$ cat src/rtl/lrs_pkg.sv
`timescale 1ns / 1ps
// ----------------------------------------------------------------------------
// lrs_pkg
// Shared constants and controller/datapath command and status types.
// ----------------------------------------------------------------------------
package lrs_pkg;

    localparam int CHANNELS_DEF    = 8;
    localparam int SAMPLE_BITS_DEF = 24;
    localparam int CH_BITS         = 3;
    localparam int COEF_BITS       = 32;
    localparam int UCOEF_BITS      = 31;
    localparam int CFG_IDX_BITS    = 3;
    localparam int QUO_BITS        = 62;

    localparam logic [CFG_IDX_BITS-1:0] REG_INPUT_COEFF  = 3'd0;
    localparam logic [CFG_IDX_BITS-1:0] REG_FEEDBACK_ONE = 3'd1;
    localparam logic [CFG_IDX_BITS-1:0] REG_FEEDBACK_TWO = 3'd2;
    localparam logic [CFG_IDX_BITS-1:0] REG_CLIP_SCALE   = 3'd3;
    localparam logic [CFG_IDX_BITS-1:0] REG_OUTPUT_GAIN  = 3'd4;

    localparam logic [30:0] CLIP_SCALE_RST  = 31'h0800_0000;
    localparam logic [30:0] OUTPUT_GAIN_RST = 31'h1000_0000;

    // controller -> datapath
    typedef struct packed {
        logic load;      // capture beat
        logic mul_a;     // read channel state, a1*x
        logic mul_b1;    // b1*y1
        logic mul_b2;    // b2*y2, then sum
        logic sum;       // saturate y, write state, start divider
        logic div_step;  // one quotient bit
        logic fin;       // diff*gain
        logic outp;      // saturate, load output register
    } lrs_cmd_t;

    // datapath -> controller
    typedef struct packed {
        logic div_done;
        logic out_full;
    } lrs_sts_t;

endpackage

$ cat src/rtl/lrs_ctrl.sv
`timescale 1ns / 1ps
// ----------------------------------------------------------------------------
// lrs_ctrl
// Sequencer: load, three multiplies, sum and state write, divide, output product, output.
// ----------------------------------------------------------------------------
module lrs_ctrl (
    input  logic               clk,
    input  logic               rst_n,
    input  logic               in_fire,
    output logic               in_ready,
    input  lrs_pkg::lrs_sts_t  sts,
    output lrs_pkg::lrs_cmd_t  cmd
);
    localparam logic [2:0] S_IDLE = 3'd0, S_MA = 3'd1, S_B1 = 3'd2, S_B2 = 3'd3,
                           S_SUM = 3'd4, S_DIV = 3'd5, S_FIN = 3'd6, S_OUT = 3'd7;
    logic [2:0] state_reg, state_next;

    assign in_ready = (state_reg == S_IDLE);

    always_comb begin
        state_next = state_reg;
        cmd = '0;
        unique case (state_reg)
            S_IDLE: if (in_fire) begin cmd.load = 1'b1; state_next = S_MA; end
            S_MA:   begin cmd.mul_a = 1'b1;  state_next = S_B1; end
            S_B1:   begin cmd.mul_b1 = 1'b1; state_next = S_B2; end
            S_B2:   begin cmd.mul_b2 = 1'b1; state_next = S_SUM; end
            S_SUM:  begin cmd.sum = 1'b1;    state_next = S_DIV; end
            S_DIV:
                if (sts.div_done) state_next = S_FIN;
                else cmd.div_step = 1'b1;
            S_FIN:  begin cmd.fin = 1'b1;    state_next = S_OUT; end
            S_OUT:
                if (!sts.out_full) begin cmd.outp = 1'b1; state_next = S_IDLE; end
            default: state_next = S_IDLE;
        endcase
    end

    always_ff @(posedge clk or negedge rst_n) begin
        if (!rst_n) state_reg <= S_IDLE;
        else        state_reg <= state_next;
    end

    a_load_idle: assert property (@(posedge clk) disable iff (!rst_n)
        cmd.load |=> state_reg == S_MA) else $error("load sequence");
    a_no_out_full: assert property (@(posedge clk) disable iff (!rst_n)
        cmd.outp |-> !sts.out_full) else $error("overwrite of output");
endmodule

$ cat config.mk
export PLATFORM = sky130hd
export DESIGN_NAME = lrs_ctrl
export DESIGN_NICKNAME = d
export VERILOG_FILES = /design/src/rtl/lrs_pkg.sv /design/src/rtl/lrs_ctrl.sv
export SDC_FILE = /design/constraint.sdc
export NUM_CORES = 1
export LEC_CHECK = 0
export ABC_CLOCK_PERIOD_IN_PS = 2900
export BUFFER_PORTS_ARGS = -buffer_cell sky130_fd_sc_hd__buf_2
export CORE_AREA = 2 2 39 41
export DETAILED_ROUTE_END_ITERATION = 8
export DIE_AREA = 0 0 41 43
export PLACE_DENSITY = 0.46
export SYNTH_ARGS = -nofsm -noshare
export SYNTH_HDL_FRONTEND = slang
export SYNTH_SLANG_ARGS = --single-unit
$ cat constraint.sdc
create_clock -name clk -period 2.9 [get_ports clk]
set_input_delay 0.145 -clock clk [delete_from_list [all_inputs] [get_ports clk]]
set_output_delay 0.145 -clock clk [all_outputs]
set_load 0.01 [all_outputs]
==> key figures <==
Critical path
  • Critical path capture point type: primary output
  • Arr. time, crit path: 1.32 ns
  • Kind of critical path: flop to primary output
  • CP Launch Type: flop
  • CP Max Fanout: 11
  • WP data required: ~2.8 ns

Timing
  • Clock skew: between 0.002 and 0.0025 ns
  • Final Hold Viols: 0
  • Relative slew margins: between 70% and 80%
  • Final Max Slew Viols: 0
  • Period utilization: a little over 50%
  • Final setup viols: 0
  • RSZ-0062 raised after global routing: false
  • Fmax: between 0.6 and 0.7 GHz
  • Worst slew pin tran: 0.404 ns
  • Fin Setup TNS: 0 ns
  • Minimum clock period: approximately 1.5 ns

Route
  • Final ANT Viol Nets: 0
  • WL final: around 570 um
  • DR WL/cell: roughly 10 um
  • DRC errors left: 0
  • Vias per cell: roughly 4.2
  • First-pass detailed-route iteration total: 4
  • Initial DRC count: 3
  • Vias: 235

Finish
  • Largest register FFs: 3
  • Final-layout fill cell count: between 150 and 200
  • Design area: about 350 um^2
  • Area Growth Syn to Fin: 46.6%
  • Commonest non-fill, non-tap cell in the layout: buf_2
  • Ant diodes: 0
  • Share of layout cells above drive strength 1: roughly 53%
  • Commonest cells after routing, fill and taps aside: buf_2, clkbuf_4, dfrtp_1
  • Nets: 46

Clock network
  • Worst-path clk slew: about 0.040 ns
  • Clock latency on the worst-skew pair: 0.23 ns
  • Number of buffers on the longest clock path: 2
  • Setup Fix Bufs, Post-CTS: 0
  • Max H-tree Level: 1
  • Num Clock Sinks: 3
  • CTS Buf Count: 3
  • CTS tree: built
  • Root Buffer: clkbuf_4

Pwr
  • Sw Pwr: between 150 and 200 uW
  • Pleak: 0.168 nW
  • Worst vdd ir: between 0.3 and 0.4 mV
  • Pint: 202 uW
  • Switching share of power: between 40% and 50%
  • Clock share of power: between 20% and 30%
  • Sequential Power Share: between 30% and 40%
  • PD cells: 1050 nW/um^2
  • Comb power frac: roughly 46%

Logic synthesis
  • Synthesized instance count: 24
  • Adder-cell share of the synthesized area: 0%
  • Mux share of post-synthesis cell area: approximately 4.2%
  • Total number of yosys warnings: 0
  • Syn nets: 29
  • Yosys cell types: 18
  • Synth Cell Area: around 240 um^2
  • Post-synthesis simple-gate area fraction: a little over two fifths
  • Synth Area in XOR/XNOR: 0%
  • Register area share after synthesis: 31.4%
  • Yosys reg bits: 3
  • Post-synth top flop: dfrtp_1
  • Ys async rst share: between 90% and 100%
  • EDFF count, synth: 0
  • Largest family of logic cells by synthesized area: simple AND/OR/NAND/NOR gates
  • Syn_area_per_cell: 9.96 um^2
  • Compound-Gate Fraction of Synth Area: 15.7%

Global routing
  • First-pass GRT wire length: between 900 and 1000 um
  • Global route overflow: 0
  • Initial antenna violation count: 0
  • Largest net degree at the start of global routing: 12
  • Vias in the first global route: 236
  • GRT Util Overall: roughly 8.7%

Flow run
  • Max-cap violations: 0

Min path
  • Hold WC Path Type: input port to async pin

Floorplanning
  • # IOs: 14
  • Die Span X: 41 um
  • Die ar.: approximately 1800 um^2
  • Starting density of the core: 17.3%
  • Site Rows: 14
  • Die Ht: roughly 43 um
  • Core Area: ~1400 um^2

Place
  • Final Wtd Congestion: 0.675
  • Placed Area: 314 um^2
  • Port Buffers: 13
  • HPWL after DPL: between 400 and 500 um

Run status
  • Status: completed
## synthesized netlist by cell type, drive strengths merged, types with 2 or more instances
cell / instances / area (um^2)
a21oi: 2 / 10.0
nor2: 2 / 7.51
dfrtp: 3 / 75.1
nor3b: 3 / 27.5
buf: 2 / 10.0
nor3: 3 / 31.3
## power groups by stage
stage / Combinational (mW) / Clock (mW) / Sequential (mW)
4_1_cts: 0.173 / 0.0786 / 0.126
6_report: 0.170 / 0.0748 / 0.124
3_5_place_dp: 0.170 / 0 / 0.125
2_1_floorplan: 0.167 / 0 / 0.0792
5_1_grt: 0.190 / 0.0822 / 0.132
3_3_place_gp: 0.170 / 0 / 0.127
## timing repair
item / in CTS / in global routing
hold endpoints to repair: 3 / 0
gates resized for setup: 0 / 0
hold buffers: 1 / 0
## worst max-delay path, stage by stage, from the launching register on
cell     delay (ns)
dfrtp_1        0.58
nand2_1        0.20
nor3_4         0.15
buf_2          0.15
## logic make-up after synthesis
family / Yosys count
buffers and inverters: 3
muxes: 1
AOI/OAI and AO/OA: 6
DFF: 3
and+or+nand+nor: 11
## metal layers
metal	wire, um	vias to the layer above	GRT usage [%]
met5	0	-	0
met4	0	0	6.00
met3	72	0	4.71
met2	200	16	10.3
met1	299	99	11.6
li1	-	120	-
## worst paths after layout
kind                                          start                       end  slack, ns  depth (start not counted)
min reg2reg                state_reg[0]$_DFFE_PN0P_  state_reg[1]$_DFFE_PN0P_       0.72                          2
min in group clk                            in_fire  state_reg[0]$_DFFE_PN0P_       0.25                          3
min                                           rst_n  state_reg[2]$_DFFE_PN0P_       0.23                          2
max in group asynchronous                     rst_n  state_reg[1]$_DFFE_PN0P_       2.56                          2
max                        state_reg[1]$_DFFE_PN0P_                    cmd[0]       1.44                          3
max reg2reg                state_reg[1]$_DFFE_PN0P_  state_reg[2]$_DFFE_PN0P_       1.79                          3
## through the flow
step                util (%)  setup slack (ns)  cells  hold slack (ns)  power, mW
floorplan                  -              1.77     24           -0.151      0.247
global placement        22.7              1.68     51          -0.0546      0.297
detailed placement      22.7              1.67     51          -0.0545      0.296
CTS                     25.3              1.41     56            0.224      0.377
global route            25.3              1.35     56            0.262      0.404
finish                  25.3              1.44     56            0.235      0.369
## cell type report
class	count	area, um^2	area share (%)
multi-input combinational	18	148	42.1
inverter	1	6.26	1.79
sequential	3	75.1	21.4
clock buffer	4	26.3	7.50
tap	16	20.0	5.71
timing repair buffer	14	75.1	21.4
(Power assumes the default switching activity.)
